$ cat src/rtl/core/twwc_pkg.sv
// Shared types and constants for the text window write capture block.
// Used by twwc_ctrl, twwc_dp and text_window_write_capture; depends on nothing.

package twwc_pkg;

    // Default size of one shadow slot in bytes
    localparam int DEF_SLOT_BYTES = 8192;

    // Byte counts and window ends: 2*255*255 plus a 16-bit base fits in 18 bits
    localparam int CNT_W = 18;

    localparam int IN_DATA_W  = 48;
    localparam int IN_USER_W  = 2;
    localparam int OUT_DATA_W = 24;
    localparam int CFG_IDX_W  = 3;
    localparam int CFG_DATA_W = 16;
    localparam int OFFSET_W   = 13;

    localparam logic [7:0] RECORD_SHOW = 8'h02;

    typedef enum logic [1:0] {
        CMD_POLL   = 2'd0,
        CMD_WRITE  = 2'd1,
        CMD_GAP    = 2'd2,
        CMD_RECORD = 2'd3
    } t_cmd_code;

    typedef enum logic [CFG_IDX_W-1:0] {
        REG_WINDOW_BASE = 3'd0,
        REG_AUX_BANK    = 3'd1,
        REG_COLUMNS     = 3'd2,
        REG_ROWS        = 3'd3,
        REG_FILL_GLYPH  = 3'd4,
        REG_FILL_ATTR   = 3'd5
    } t_reg_idx;

    // Controller to datapath
    typedef struct packed {
        logic load_item;
        logic arm_start;
        logic fill_step;
        logic commit;
        logic ack_commit;
    } t_dp_cmd;

    // Datapath to controller
    typedef struct packed {
        logic is_arm;
        logic fill_done;
        logic out_free;
    } t_dp_sts;

endpackage

$ cat src/rtl/core/text_window_write_capture.sv
// Text window write capture: top level joining the controller and datapath.
// Depends on twwc_pkg, twwc_ctrl and twwc_dp.
//
// Usage:
//   Items enter on the s_axis channel: tuser carries the command (poll, bus
//   write, frame gap, command record), tdata the poll flags, bus write address
//   and data, and record code. Each item yields exactly one result on m_axis.
//   Settings are written through i_cfg_wr_en / i_cfg_addr / i_cfg_wdata while
//   the block is idle; indexes 0..5 are window base, aux bank select, columns,
//   rows, fill glyph and fill attribute.
//   A poll, write, gap or record is first registered, then decoded against the
//   latched window and loaded into the result register when it is free.
//   A poll with an arm request fills min(2*cols*rows, SLOT_BYTES) bytes:
//   the fill walks the chosen slot one byte per cycle through the single
//   write port of the shadow store.
//   The result register decouples the sides: a stalled receiver holds the
//   result on m_axis while the next item is taken and worked on; that item
//   then waits until the held result is taken.
//   Reset clears the capture valid flag, slot choice and settings; the shadow
//   store content stays undefined until filled or written.

module text_window_write_capture #(
    parameter int SLOT_BYTES = twwc_pkg::DEF_SLOT_BYTES
) (
    input  logic                              i_clk,
    input  logic                              i_rst_n,
    input  logic                              i_cfg_wr_en,
    input  logic [twwc_pkg::CFG_IDX_W-1:0]    i_cfg_addr,
    input  logic [twwc_pkg::CFG_DATA_W-1:0]   i_cfg_wdata,
    input  logic                              s_axis_tvalid,
    output logic                              s_axis_tready,
    // arm_request, active_slot, armed_flag, busy_flag, write_address[23:0],
    // write_data[7:0], record_code[7:0], zero pad
    input  logic [twwc_pkg::IN_DATA_W-1:0]    s_axis_tdata,
    // command[1:0]
    input  logic [twwc_pkg::IN_USER_W-1:0]    s_axis_tuser,
    output logic                              m_axis_tvalid,
    input  logic                              m_axis_tready,
    // ack_arm, armed_slot, mark_stale, show_drained, capture_valid,
    // write_stored, store_offset[12:0], window_clipped, zero pad
    output logic [twwc_pkg::OUT_DATA_W-1:0]   m_axis_tdata
);
    import twwc_pkg::*;

    t_dp_cmd w_cmd;
    t_dp_sts w_sts;

    twwc_ctrl u_ctrl (
        .i_clk      (i_clk),
        .i_rst_n    (i_rst_n),
        .i_in_valid (s_axis_tvalid),
        .o_in_ready (s_axis_tready),
        .i_sts      (w_sts),
        .o_cmd      (w_cmd)
    );

    twwc_dp #(
        .SLOT_BYTES (SLOT_BYTES)
    ) u_dp (
        .i_clk       (i_clk),
        .i_rst_n     (i_rst_n),
        .i_cfg_wr_en (i_cfg_wr_en),
        .i_cfg_addr  (i_cfg_addr),
        .i_cfg_wdata (i_cfg_wdata),
        .i_in_tuser  (s_axis_tuser),
        .i_in_tdata  (s_axis_tdata),
        .i_cmd       (w_cmd),
        .o_sts       (w_sts),
        .o_out_valid (m_axis_tvalid),
        .i_out_ready (m_axis_tready),
        .o_out_tdata (m_axis_tdata)
    );

endmodule

$ cat src/rtl/core/twwc_ctrl.sv
// Sequencing controller for the text window write capture block.
// Depends on twwc_pkg; drives twwc_dp through t_dp_cmd and reads t_dp_sts.

module twwc_ctrl (
    input  logic               i_clk,
    input  logic               i_rst_n,
    input  logic               i_in_valid,
    output logic               o_in_ready,
    input  twwc_pkg::t_dp_sts  i_sts,
    output twwc_pkg::t_dp_cmd  o_cmd
);
    import twwc_pkg::*;

    typedef enum logic [3:0] {
        S_IDLE = 4'b0001,
        S_EXEC = 4'b0010,
        S_FILL = 4'b0100,
        S_ACK  = 4'b1000
    } t_state;

    t_state r_state;
    t_state n_state;

    always_ff @(posedge i_clk) begin
        if (!i_rst_n) begin
            r_state <= S_IDLE;
        end else begin
            r_state <= n_state;
        end
    end

    always_comb begin
        n_state = r_state;
        o_cmd   = '0;
        case (r_state)
            S_IDLE: begin
                if (i_in_valid) begin
                    o_cmd.load_item = 1'b1;
                    n_state         = S_EXEC;
                end
            end
            S_EXEC: begin
                if (i_sts.is_arm) begin
                    o_cmd.arm_start = 1'b1;
                    n_state         = S_FILL;
                end else if (i_sts.out_free) begin
                    o_cmd.commit = 1'b1;
                    n_state      = S_IDLE;
                end
            end
            S_FILL: begin
                if (i_sts.fill_done) begin
                    n_state = S_ACK;
                end else begin
                    o_cmd.fill_step = 1'b1;
                end
            end
            S_ACK: begin
                if (i_sts.out_free) begin
                    o_cmd.ack_commit = 1'b1;
                    n_state          = S_IDLE;
                end
            end
            default: begin
                n_state = S_IDLE;
            end
        endcase
    end

    assign o_in_ready = (r_state == S_IDLE);

endmodule

$ cat src/rtl/core/twwc_dp.sv
// Datapath for the text window write capture block: settings, item and result
// registers, window decode, fill counter and the two-slot shadow store.
// Depends on twwc_pkg; commanded by twwc_ctrl.

module twwc_dp #(
    parameter int SLOT_BYTES = twwc_pkg::DEF_SLOT_BYTES
) (
    input  logic                                i_clk,
    input  logic                                i_rst_n,
    input  logic                                i_cfg_wr_en,
    input  logic [twwc_pkg::CFG_IDX_W-1:0]      i_cfg_addr,
    input  logic [twwc_pkg::CFG_DATA_W-1:0]     i_cfg_wdata,
    input  logic [twwc_pkg::IN_USER_W-1:0]      i_in_tuser,
    input  logic [twwc_pkg::IN_DATA_W-1:0]      i_in_tdata,
    input  twwc_pkg::t_dp_cmd                   i_cmd,
    output twwc_pkg::t_dp_sts                   o_sts,
    output logic                                o_out_valid,
    input  logic                                i_out_ready,
    output logic [twwc_pkg::OUT_DATA_W-1:0]     o_out_tdata
);
    import twwc_pkg::*;

    localparam int MEM_DEPTH = 2 * SLOT_BYTES;
    localparam int AW        = $clog2(MEM_DEPTH);
    localparam logic [CNT_W-1:0] SLOT_LIMIT = CNT_W'(SLOT_BYTES);
    localparam logic [AW-1:0]    SLOT_BASE  = AW'(SLOT_BYTES);

    // Configuration registers
    logic [15:0] r_cfg_base;
    logic        r_cfg_aux;
    logic [7:0]  r_cfg_cols;
    logic [7:0]  r_cfg_rows;
    logic [7:0]  r_cfg_glyph;
    logic [7:0]  r_cfg_attr;

    always_ff @(posedge i_clk) begin
        if (!i_rst_n) begin
            r_cfg_base  <= '0;
            r_cfg_aux   <= 1'b0;
            r_cfg_cols  <= '0;
            r_cfg_rows  <= '0;
            r_cfg_glyph <= '0;
            r_cfg_attr  <= '0;
        end else if (i_cfg_wr_en) begin
            case (t_reg_idx'(i_cfg_addr))
                REG_WINDOW_BASE: r_cfg_base  <= i_cfg_wdata;
                REG_AUX_BANK:    r_cfg_aux   <= i_cfg_wdata[0];
                REG_COLUMNS:     r_cfg_cols  <= i_cfg_wdata[7:0];
                REG_ROWS:        r_cfg_rows  <= i_cfg_wdata[7:0];
                REG_FILL_GLYPH:  r_cfg_glyph <= i_cfg_wdata[7:0];
                REG_FILL_ATTR:   r_cfg_attr  <= i_cfg_wdata[7:0];
                default: ;
            endcase
        end
    end

    // Item register
    t_cmd_code   r_cmd;
    logic        r_arm;
    logic        r_act;
    logic        r_armed;
    logic        r_busy;
    logic [23:0] r_addr;
    logic [7:0]  r_wdata;
    logic [7:0]  r_code;

    always_ff @(posedge i_clk) begin
        if (i_cmd.load_item) begin
            r_cmd   <= t_cmd_code'(i_in_tuser);
            r_arm   <= i_in_tdata[0];
            r_act   <= i_in_tdata[1];
            r_armed <= i_in_tdata[2];
            r_busy  <= i_in_tdata[3];
            r_addr  <= i_in_tdata[27:4];
            r_wdata <= i_in_tdata[35:28];
            r_code  <= i_in_tdata[43:36];
        end
    end

    // Capture state latched at arm time
    logic        r_valid;
    logic        r_slot;
    logic [15:0] r_lat_base;
    logic        r_lat_aux;
    logic [16:0] r_bytes;
    logic [CNT_W-1:0] r_fill_cnt;

    logic [15:0] w_prod;
    assign w_prod = {8'd0, r_cfg_cols} * {8'd0, r_cfg_rows};

    logic [CNT_W-1:0] w_limit;
    logic             w_fill_clip;
    assign w_fill_clip = ({1'b0, r_bytes} > SLOT_LIMIT);
    assign w_limit     = w_fill_clip ? SLOT_LIMIT : {1'b0, r_bytes};

    // Bus write decode against the latched window
    logic [15:0]      w_addr_lo;
    logic [CNT_W-1:0] w_end;
    logic [15:0]      w_off;
    logic             w_hit;
    logic             w_in_slot;
    logic             w_store;

    assign w_addr_lo = r_addr[15:0];
    assign w_end     = {2'b00, r_lat_base} + {1'b0, r_bytes};
    assign w_off     = w_addr_lo - r_lat_base;
    assign w_hit     = r_valid && (r_addr[23:17] == 7'd0) && (r_addr[16] == r_lat_aux)
                       && (w_addr_lo >= r_lat_base) && ({2'b00, w_addr_lo} < w_end);
    assign w_in_slot = ({2'b00, w_off} < SLOT_LIMIT);
    assign w_store   = (r_cmd == CMD_WRITE) && w_hit && w_in_slot;

    logic w_next_valid;
    always_comb begin
        w_next_valid = r_valid;
        case (r_cmd)
            CMD_POLL: begin
                if (!r_armed && !r_busy) begin
                    w_next_valid = 1'b0;
                end
            end
            CMD_GAP:  w_next_valid = 1'b0;
            default:  w_next_valid = r_valid;
        endcase
    end

    always_ff @(posedge i_clk) begin
        if (!i_rst_n) begin
            r_valid    <= 1'b0;
            r_slot     <= 1'b0;
            r_lat_base <= '0;
            r_lat_aux  <= 1'b0;
            r_bytes    <= '0;
            r_fill_cnt <= '0;
        end else begin
            if (i_cmd.arm_start) begin
                r_valid    <= 1'b0;
                r_slot     <= ~r_act;
                r_lat_base <= r_cfg_base;
                r_lat_aux  <= r_cfg_aux;
                r_bytes    <= {w_prod, 1'b0};
                r_fill_cnt <= '0;
            end else if (i_cmd.fill_step) begin
                r_fill_cnt <= r_fill_cnt + CNT_W'(1);
            end else if (i_cmd.ack_commit) begin
                r_valid <= 1'b1;
            end else if (i_cmd.commit) begin
                r_valid <= w_next_valid;
            end
        end
    end

    // Shadow store: slot s occupies [s*SLOT_BYTES, (s+1)*SLOT_BYTES)
    logic [7:0]    r_store [MEM_DEPTH];
    logic          w_mem_we;
    logic [AW-1:0] w_mem_idx;
    logic [7:0]    w_mem_data;
    logic [AW-1:0] w_slot_base;

    assign w_slot_base = r_slot ? SLOT_BASE : '0;

    always_comb begin
        if (i_cmd.fill_step) begin
            w_mem_we   = 1'b1;
            w_mem_idx  = w_slot_base + AW'(r_fill_cnt);
            w_mem_data = r_fill_cnt[0] ? r_cfg_attr : r_cfg_glyph;
        end else begin
            w_mem_we   = i_cmd.commit && w_store;
            w_mem_idx  = w_slot_base + AW'(w_off);
            w_mem_data = r_wdata;
        end
    end

    always_ff @(posedge i_clk) begin
        if (w_mem_we) begin
            r_store[w_mem_idx] <= w_mem_data;
        end
    end

    // Result register
    logic                r_out_valid;
    logic                r_out_ack;
    logic                r_out_aslot;
    logic                r_out_stale;
    logic                r_out_drained;
    logic                r_out_cvalid;
    logic                r_out_stored;
    logic [OFFSET_W-1:0] r_out_offset;
    logic                r_out_clipped;

    logic w_out_free;
    assign w_out_free = !r_out_valid || i_out_ready;

    always_ff @(posedge i_clk) begin
        if (!i_rst_n) begin
            r_out_valid <= 1'b0;
        end else if (i_cmd.commit || i_cmd.ack_commit) begin
            r_out_valid <= 1'b1;
        end else if (i_out_ready) begin
            r_out_valid <= 1'b0;
        end
    end

    always_ff @(posedge i_clk) begin
        if (i_cmd.ack_commit) begin
            r_out_ack     <= 1'b1;
            r_out_aslot   <= r_slot;
            r_out_stale   <= 1'b0;
            r_out_drained <= 1'b0;
            r_out_cvalid  <= 1'b1;
            r_out_stored  <= 1'b0;
            r_out_offset  <= '0;
            r_out_clipped <= w_fill_clip;
        end else if (i_cmd.commit) begin
            r_out_ack     <= 1'b0;
            r_out_aslot   <= 1'b0;
            r_out_stale   <= (r_cmd == CMD_GAP);
            r_out_drained <= (r_cmd == CMD_RECORD) && (r_code == RECORD_SHOW);
            r_out_cvalid  <= w_next_valid;
            r_out_stored  <= w_store;
            r_out_offset  <= w_store ? w_off[OFFSET_W-1:0] : '0;
            r_out_clipped <= (r_cmd == CMD_WRITE) && w_hit && !w_in_slot;
        end
    end

    assign o_out_valid = r_out_valid;
    assign o_out_tdata = {4'b0000, r_out_clipped, r_out_offset, r_out_stored, r_out_cvalid,
                          r_out_drained, r_out_stale, r_out_aslot, r_out_ack};

    assign o_sts.is_arm    = (r_cmd == CMD_POLL) && r_arm;
    assign o_sts.fill_done = (r_fill_cnt >= w_limit);
    assign o_sts.out_free  = w_out_free;

    // Checks
    a_commit_free: assert property (@(posedge i_clk) disable iff (!i_rst_n)
        (i_cmd.commit || i_cmd.ack_commit) |-> w_out_free)
        else $error("result loaded over an untaken result");

    a_fill_bound: assert property (@(posedge i_clk) disable iff (!i_rst_n)
        i_cmd.fill_step |-> (r_fill_cnt < SLOT_LIMIT))
        else $error("fill ran past the slot");

    a_store_in_slot: assert property (@(posedge i_clk) disable iff (!i_rst_n)
        (i_cmd.commit && w_store) |-> (r_valid && ({2'b00, w_off} < SLOT_LIMIT)))
        else $error("bus write stored outside the capture slot");

    a_result_flags: assert property (@(posedge i_clk) disable iff (!i_rst_n)
        (r_out_valid && (r_out_ack || r_out_stored)) |-> (r_out_cvalid && !r_out_stale))
        else $error("ack or store reported without a valid capture");

endmodule

$ cat config.mk
export PLATFORM = sky130hd
export DESIGN_NAME = text_window_write_capture
export DESIGN_NICKNAME = d
export VERILOG_FILES = /design/src/rtl/core/twwc_pkg.sv /design/src/rtl/core/text_window_write_capture.sv /design/src/rtl/core/twwc_ctrl.sv /design/src/rtl/core/twwc_dp.sv
export SDC_FILE = /design/constraint.sdc
export NUM_CORES = 1
export LEC_CHECK = 0
export BUFFER_PORTS_ARGS = -buffer_cell sky130_fd_sc_hd__buf_2
export CELL_PAD_IN_SITES_DETAIL_PLACEMENT = 0
export CELL_PAD_IN_SITES_GLOBAL_PLACEMENT = 1
export CORE_ASPECT_RATIO = 1.2
export CORE_MARGIN = 5
export CORE_UTILIZATION = 42
export CTS_CLUSTER_SIZE = 30
export DETAILED_ROUTE_END_ITERATION = 10
export MAX_ROUTING_LAYER = met4
export PLACE_DENSITY = 0.83
export REMOVE_ABC_BUFFERS = 1
export SYNTH_ARGS = -nofsm -noshare
export SYNTH_HDL_FRONTEND = slang
export SYNTH_SLANG_ARGS = --single-unit
$ cat constraint.sdc
create_clock -name i_clk -period 4.6 [get_ports i_clk]
set_input_delay 0.46 -clock i_clk [delete_from_list [all_inputs] [get_ports i_clk]]
set_output_delay 0.46 -clock i_clk [all_outputs]
set_load 0.01 [all_outputs]
* Yosys cells after proc, flatten, opt, wreduce, memory -nomap -nowiden *
Cells that the tools add are included.

storage, ports and cells
  register bits after elaboration = 149
  bits of input ports = 74
  output and inout port bits = 26
  logic and storage cells = 108

operators by class
  add/sub/neg operators = 3
  multipliers = 1
  $lt $le $gt $ge = 5
  equal/unequal tests = 14
  multiplexer cells = 27
  bitwise logic cells = 3
  reduce and logical (&&, ||, !) cells = 28

operator list
  kind                                                                            count
  1-bit two-way mux                                                               19
  16-bit by 17-bit adder with 18-bit output                                       1
  18-bit by 1-bit adder with 18-bit output, second input constant                 1
  18-bit greater-or-equal comparator                                              1
  16-bit by 18-bit less-than comparator with 1-bit output                         1
  17-bit by 14-bit > comparator with 1-bit output, second input constant          1
  17-bit two-way mux                                                              1
  16-bit greater-or-equal comparator                                              1
  16-bit by 14-bit less-than comparator with 1-bit output, second input constant  1
  8-bit by 8-bit multiplier with 16-bit output                                    1
  4-bit two-way mux                                                               4
  4-bit case mux with 4 select lines                                              1
  16-bit subtractor                                                               1
  13-bit two-way mux                                                              1
  2-bit AND reduction                                                             6
  1-bit logical AND                                                               10
  8-bit by 2-bit equality test with 1-bit output, second input constant           1
  7-bit logical NOT                                                               1
  3-bit by 2-bit equality test with 1-bit output, second input constant           2
  2-bit equality test, second input constant                                      2
  4-bit by 1-bit equality test with 1-bit output, second input constant           1
  4-bit by 2-bit equality test with 1-bit output, second input constant           1
  4-bit by 3-bit equality test with 1-bit output, second input constant           1
  4-bit equality test, second input constant                                      1
  13 further kinds                                                                20

* Depth between registers and ports, before layout *
Gate-level depths: netlist (run 1).

  word-level depth = 9
  depth in mapped cells = 18
  depth with buffers taken out = 17

* Modules after synthesis *
Synthesis (run 1) repeated with hierarchy kept, for this count alone.

unflattened totals
  cells, all modules = 1132
  area total of the unflattened synthesis = 10266.1 µm²

by module, submodules not included
  module     instances  cells each  area an instance (µm²)  seq. area each (µm²)
  twwc_dp    1          1096        9954.5                  3303.2
  twwc_ctrl  1          36          311.5                   80.1

* Worst setup path before layout (run 1) *
OpenSTA, ideal clock, no wires.

  kind = flip-flop to flip-flop
  start point = register u_dp.r_cfg_cols[5]
  end point = register u_dp.r_bytes[16]
  setup time = 0.122 ns
  arrival = 4.139 ns
  required time = 4.478 ns
  path slack = 0.339 ns
  cell stages (with the launch flop) = 16
  buffers on the path = 1
  clock period less this slack = 4.261 ns
  cells stage by stage = dfxtp_1 > clkbuf_1 > and2_1 > fa_1 > fa_1 > fa_1 > inv_1 > fa_1 > inv_1 > ha_1 > or2_2 > a21oi_1 > a211oi_1 > nor3_1 > nor3_1 > o311a_1

on the way
  cells in the longest elaborated chain, start to end = 1

RTL lines
  what                                          RTL line        RTL
  start, declared                               twwc_dp.sv:31   logic [7:0] r_cfg_cols;
  start signal, assigned                        twwc_dp.sv:48   REG_COLUMNS: r_cfg_cols <= i_cfg_wdata[7:0];
  8-bit by 8-bit multiplier with 16-bit output  twwc_dp.sv:89   assign w_prod = {8'd0, r_cfg_cols} * {8'd0, r_cfg_rows};
  end signal, assigned                          twwc_dp.sv:140  r_bytes <= {w_prod, 1'b0};
  end, declared                                 twwc_dp.sv:85   logic [16:0] r_bytes;

No other way between the ends.
A chain may end at the register's enable or synchronous reset.

* Worst setup path after layout (run 1) *
  start point = register u_dp.r_cfg_rows[4]
  end point = register u_dp.r_bytes[16]

on the way
  cells in the longest elaborated chain, start to end = 1

RTL lines
  what                                          RTL line       RTL
  start, declared                               twwc_dp.sv:32  logic [7:0] r_cfg_rows;
  start signal, assigned                        twwc_dp.sv:49  REG_ROWS: r_cfg_rows <= i_cfg_wdata[7:0];
  8-bit by 8-bit multiplier with 16-bit output  twwc_dp.sv:89

No other way between the ends.

==> metrics.md, run 1 <==
| Metric | Value |
|---|---|
| Area delta synth->final | 12.7% |
| Seq/Total Area, Yosys | 0.328 |
| Vias in the first global route | 8001 |
| CTS tree | built |
| Most common cell on crit path | fa_1 |
| Count of different cell masters after synthesis | 61 |
| Slew @ Worst Pin | between 1 and 1.5 ns |
| Antenna Cells | 0 |
| Largest net degree at the start of global routing | 70 |
| Crit path launch type | flop |
| All-layer global routing usage | 0.177 |
| Antenna Violating Nets Remaining | 0 |
| IO Pins | 100 |
| Post-synth EDFFs | 40 |
| Slew Limit Fails | 0 |
| Rows | 62 |
| Maximum vdd drop | between 200 and 250 uV |
| Yosys top cell area share | 0.212 |
| Final Core Density | 0.483 |
| Layout cells sized above 1 | 0.132 |
| First-pass DRT Iterations | 5 |
| Initial antenna violation count | 0 |
| CP Max Fanout | 9 |
| Die Y | ~180 um |
| First-pass GRT wire length | ~40000 um |
| Die Area | 27800 um^2 |
| Unrepaired setup endpoints after global routing | no |
| Max-Cap Viols | 0 |
| Cell family with most CP delay | adder cells |
| CP peak stage delay | between 0.5 and 0.6 ns |
| Critical path class | flop to flop |
| Reg area | about 3400 um^2 |
| H-Tree Depth | 4 |
| HPWL Detailed | 18700 um |
| Port-buffer cells | a little over 80 |
| Multi-input logic area | ~6400 um^2 |
| Status | finished clean |
| Pleak | between 4 and 5 nW |
| Number of cells after detailed placement | between 1500 and 2000 |
| Most numerous cell in the Yosys netlist | nand2_1 |
| Synthesized flop and latch total | about 150 |
| CTS Buf Count | 17 |
| Final RePlAce weighted congestion | a little under 0.9 |
| WHS | roughly 0.21 ns |
| Synth area leaders | dfxtp_1 21%, ha_1 12%, edfxtp_1 12%, nand2_1 7.7%, fa_1 7.4% |
| Synthesized area | approximately 10000 um^2 |
| Buf+Inv Stages, Crit Path | 2 |
| Top post-synthesis cells by count | 211 x nand2_1, 109 x dfxtp_1, 99 x ha_1 |
| Final hold viol count | 0 |
| Via density | between 5 and 6 |
| Crit path DAT | 4.69 ns |
| Longest Clk Path Bufs | 2 |
| Finished Layout Cells | ~1600 |
| P per Cell Area | 263 nW/um^2 |
| Setup WS pre-CTS | roughly 0.054 ns |
| Total congestion overflow | 0 |
| Setup ws final | between 0.2 and 0.25 ns |
| Final net count | about 1500 |
| Routed via count | 8221 |
| Yosys warnings | 0 |
| Clock sinks | about 150 |
| Worst skew pair latency | roughly 0.42 ns |
| Mapped Avg Cell Area | about 9 um^2 |
| Post-Syn Instances | between 1000 and 1500 |
| Clk_skew | ~0.014 ns |
| Critical path cell sequence | and2_1 -> fa_1 -> fa_1 -> fa_1 -> inv_1 -> fa_1 -> inv_1 -> ha_1 -> or2_2 -> a21oi_2 -> a211oi_2 -> nor3_2 -> nor3_1 -> o311a_1 |
| Die width | about 150 um |
| Hold/Removal Path Class | input port to flop |
| Final setup viols | 0 |
| Initial DRC count | 320 |
| Fillers | ~2400 |
| Clk Tree Root Cell | clkbuf_16 |
| Main synth FF type | dfxtp_1 |
| Tcrit/Tclk final | 0.952 |
| Post-CTS Hold Fix Bufs | 0 |
| Peak Freq | between 200 and 250 MHz |
| Post-synth ARST share | 0 |
| Cts repair resizes | 0 |
| Leading area contributor after synthesis | dfxtp_1 |
| Critical-path top delay cell | fa_1 |
| Worst setup EP type | flop |
| Starting density of the core | 0.429 |
| Final wirelength | between 20000 and 25000 um |
| WP data required | between 4 and 5 ns |
| Clock-pin slew on the worst setup and hold paths | about 0.07 ns |
| Core area | between 20000 and 25000 um^2 |
| WL per Instance | about 15 um |
| Min cycle time layout | around 4.4 ns |
| Number of remaining DRC errors | 0 |
| Slew HR | 0.266 |
| Post CTS Setup Buffer Count | 0 |
layout by cell type, fill, tap and decap left out, types with 40 or more instances in the layout:
cell type / n
o21ai_0: 41
edfxtp_1: 40
inv_1: 95
ha_1: 99
dfxtp_1: 102
nand2_1: 211
a21boi_0: 60
buf_2: 83
a21oi_1: 58
and2_1: 52
flip-flops by register name, indices dropped and copies added (netlist names), 2 cells and up:
name and count:
u_dp.r_addr 24, u_dp.r_lat_base 16, u_dp.r_cmd 2, u_dp.r_fill_cnt 18
u_dp.r_cfg_rows 8, u_dp.r_cfg_cols 8, u_dp.r_cfg_base 16, u_ctrl.r_state 4
u_dp.r_out_offset 13, u_dp.r_bytes 16, u_dp.r_code 8
per-stage QoR:
stage	setup TNS, ns	cell area, um^2	power [mW]
final	0	11600	3.06
after global routing	0	11600	3.20
after CTS	0	11600	3.09
after detailed placement	0	11000	1.73
after global placement	0	11000	1.72
after floorplan	-0.0627	10100	1.62
report_power, final:
part           internal, mW  switching [mW]  total, mW
Sequential             1.40          0.0285       1.43
Clock                 0.758           0.605       1.36
Combinational         0.111           0.163      0.274
layout make-up:
cell class              count  area share
multi-input cells         885       0.547
well taps                 320      0.0344
clock inverters            15      0.0122
clock buffers              17      0.0366
flip-flops and latches    149       0.292
inverters                  95      0.0307
repair buffers            101      0.0474
layer usage:
layer  GRT usage  vias to the layer above  wire length, um
met1       0.229                     3850            11300
li1            -                     4206                -
met3      0.0238                       20              731
met4      0.0417                        0              257
met5           -                        -                0
met2       0.295                      145            11600
logic make-up after synthesis:
| group | after synthesis | synth area share |
|---|---|---|
| buffers and inverters | 147 | 0.0609 |
| XOR/XNOR | 31 | 0.0263 |
| flip-flops | 149 | 0.328 |
| AO/OA/AOI/OAI | 255 | 0.167 |
| adder cells (fa/ha/maj) | 137 | 0.194 |
| multiplexers | 15 | 0.0147 |
| other | 2 | 0.000728 |
| AND/OR/NAND/NOR | 440 | 0.209 |
worst paths after layout:
check,slack [ns],cells past startpoint,start,end
worst max-delay path,0.22,14,u_dp.r_cfg_rows[4],u_dp.r_bytes[16]
worst min-delay path,0.21,1,s_axis_tuser[1],u_dp.r_cmd[1]
worst max register to register,0.22,14,u_dp.r_cfg_rows[4],u_dp.r_bytes[16]
worst min register to register,0.44,2,u_dp.r_out_stored,u_dp.r_out_stored
Power figures use the tool's default switching activity.
==> inputs of run 2 (changes only) <==
--- a/config.mk
+++ b/config.mk
@@ -13,7 +13,6 @@
 export CORE_UTILIZATION = 42
 export CTS_CLUSTER_SIZE = 30
 export DETAILED_ROUTE_END_ITERATION = 10
-export MAX_ROUTING_LAYER = met4
 export PLACE_DENSITY = 0.83
 export REMOVE_ABC_BUFFERS = 1
 export SYNTH_ARGS = -nofsm -noshare
==> metrics.md, run 2 (synthesis gave the netlist of run 1 again) <==
| Metric | Value |
|---|---|
| Number of remaining DRC errors | 0 |
| Commonest non-fill, non-tap cell in the layout | nand2_1 |
| Tcrit/Tclk final | 0.941 |
| Worst reg2reg path depth | 14 |
| Die Y | approximately 180 um |
| Die Area | between 20000 and 30000 um^2 |
| Clk Tree Root Cell | clkbuf_16 |
| WHS | 0.209 ns |
| Via density | roughly 5.2 |
| Rows | 62 |
| Worst setup EP type | flop |
| Crit path DAT | roughly 4.6 ns |
| Cell area after layout | 11600 um^2 |
| Worst skew pair latency | about 0.43 ns |
| Unrepaired setup endpoints after global routing | no |
| WL per Instance | about 15 um |
| Critical-path top delay cell | fa_1 |
| CP peak stage delay | between 0.5 and 0.6 ns |
| Critical path depth in cells | 14 |
| First-pass GRT wire length | just under 40000 um |
| Crit Reg-Reg Startpoint | u_dp.r_cfg_rows[4] |
| Max-Cap Viols | 0 |
| Initial DRC count | approximately 350 |
| Post-CTS Hold Fix Bufs | 0 |
| Flip-flop count of the largest register after layout | 24 |
| Placed inst area | around 11000 um^2 |
| Final hold viol count | 0 |
| Antenna Cells | 0 |
| Clock sinks | between 100 and 150 |
| Critical path cell sequence | and2_1 -> fa_1 -> fa_1 -> fa_1 -> inv_1 -> fa_1 -> inv_1 -> ha_1 -> or2_2 -> a21oi_2 -> a211oi_2 -> nor3_2 -> nor3_1 -> o311a_1 |
| Longest Clk Path Bufs | 2 |
| IO Pins | 100 |
| Crit path launch | u_dp.r_cfg_rows[4] |
| Hold/Removal Path Class | input port to flop |
| HPWL Detailed | approximately 18000 um |
| Buf+Inv Stages, Crit Path | 2 |
| Core area | approximately 24000 um^2 |
| Cell family with most CP delay | adder cells |
| Area delta synth->final | 12.5% |
| Reg area | about 3400 um^2 |
| CTS Buf Count | 17 |
| P per Cell Area | 259 nW/um^2 |
| Peak Freq | about 230 MHz |
| WP data required | ~4.9 ns |
| Layout cells sized above 1 | 0.127 |
| End of the critical path | u_dp.r_bytes[16] |
| Min cycle time layout | 4.33 ns |
| Initial antenna violation count | 0 |
| Largest Register | u_dp.r_addr |
| H-Tree Depth | 4 |
| CP Max Fanout | 9 |
| Post CTS Setup Buffer Count | 0 |
| CTS tree | built |
| Most common cell on crit path | fa_1 |
| Largest net degree at the start of global routing | 75 |
| Port-buffer cells | between 80 and 90 |
| Slew HR | 0.222 |
| Pleak | 4.89 nW |
| Clock-pin slew on the worst setup and hold paths | 0.06 ns |
| Final RePlAce weighted congestion | between 0.8 and 0.9 |
| R2r setup slk | 0.27 ns |
| First-pass DRT Iterations | 5 |
| Routed via count | 8195 |
| Multi-input logic area | between 6000 and 7000 um^2 |
| Critical path class | flop to flop |
| FF-to-FF End | u_dp.r_bytes[16] |
| Crit path launch type | flop |
| Final wirelength | between 20000 and 25000 um |
| Maximum vdd drop | between 200 and 250 uV |
| Total congestion overflow | 0 |
| Clk_skew | approximately 0.0094 ns |
| Setup TNS | 0 ns |
| Top flop regs | u_dp.r_addr: 24 flops, u_dp.r_fill_cnt: 18 flops |
| Die width | around 150 um |
| Final net count | between 1000 and 1500 |
| Vias in the first global route | approximately 8000 |
| Final setup viols | 0 |
| Fillers | between 2000 and 2500 |
| Slew Limit Fails | 0 |
| Most frequent cells in the layout | 211 x nand2_1, 104 x dfxtp_1, 99 x ha_1 |
| All-layer global routing usage | 0.170 |
| Status | finished clean |
| Slew @ Worst Pin | roughly 1.2 ns |
| Antenna Violating Nets Remaining | 0 |
| Tot Pwr | 3.01 mW |
| Starting density of the core | 0.429 |
## run 2: cell types whose count changed in the layout (fill, tap and decap cells not counted), moves of 2 or more
cell / before / now
dfxtp_2: 7 / 5
o21ai_1: 3 / 1
inv_6: 6 / 2
clkinv_1: 1 / 3
clkinv_4: 0 / 3
dfxtp_1: 102 / 104
o21ai_0: 41 / 43
clkbuf_1: 0 / 2
inv_8: 2 / 0
## run 2: metrics by stage
stage,std cells,setup slack [ns],utilization
3_5_place_dp,1551,0.0503,0.459
3_3_place_gp,1551,0.124,0.459
4_1_cts,1583,0.0299,0.481
2_1_floorplan,1129,-0.0627,-
6_report,1583,0.270,0.482
5_1_grt,1583,0.0429,0.482
## run 2: how the worst min path moves through the flow
stage,depth (start not counted),start,slack (ns),endpoint
CTS,1,s_axis_tdata[2],0.19,u_dp.r_armed
floorplan,2,u_dp.r_cfg_aux,0.44,u_dp.r_lat_aux
detailed placement,2,u_dp.r_out_stored,0.43,u_dp.r_out_stored
global route,1,s_axis_tdata[42],0.20,u_dp.r_code[6]
finish,1,s_axis_tdata[2],0.21,u_dp.r_armed
global placement,2,u_dp.r_out_stored,0.43,u_dp.r_out_stored
## run 2: power by group
part / leakage (nW) / internal, mW / switching (mW)
registers: 1.27 / 1.40 / 0.0292
clock network: 0.260 / 0.741 / 0.563
logic: 3.37 / 0.112 / 0.162
## run 2: timing repair
item / in CTS / in global routing
setup endpoints to repair: 0 / 14
hold endpoints to repair: 0 / 0
gates resized for setup: 0 / 10
## run 2: final cells by class
class | instances | area share
multi-input cells | 885 | 0.548
flip-flops and latches | 149 | 0.292
repair buffers | 102 | 0.0481
clock buffers | 19 | 0.0373
well taps | 320 | 0.0345
inverters | 95 | 0.0307
clock inverters | 13 | 0.00949
## run 2: per-layer routing
metal | global-route usage | up-vias | routed length, um
met5 | 0 | - | 0
met4 | 0.0610 | 0 | 510
met3 | 0.0221 | 27 | 832
met2 | 0.287 | 162 | 11100
met1 | 0.222 | 3813 | 11100
li1 | - | 4193 | -
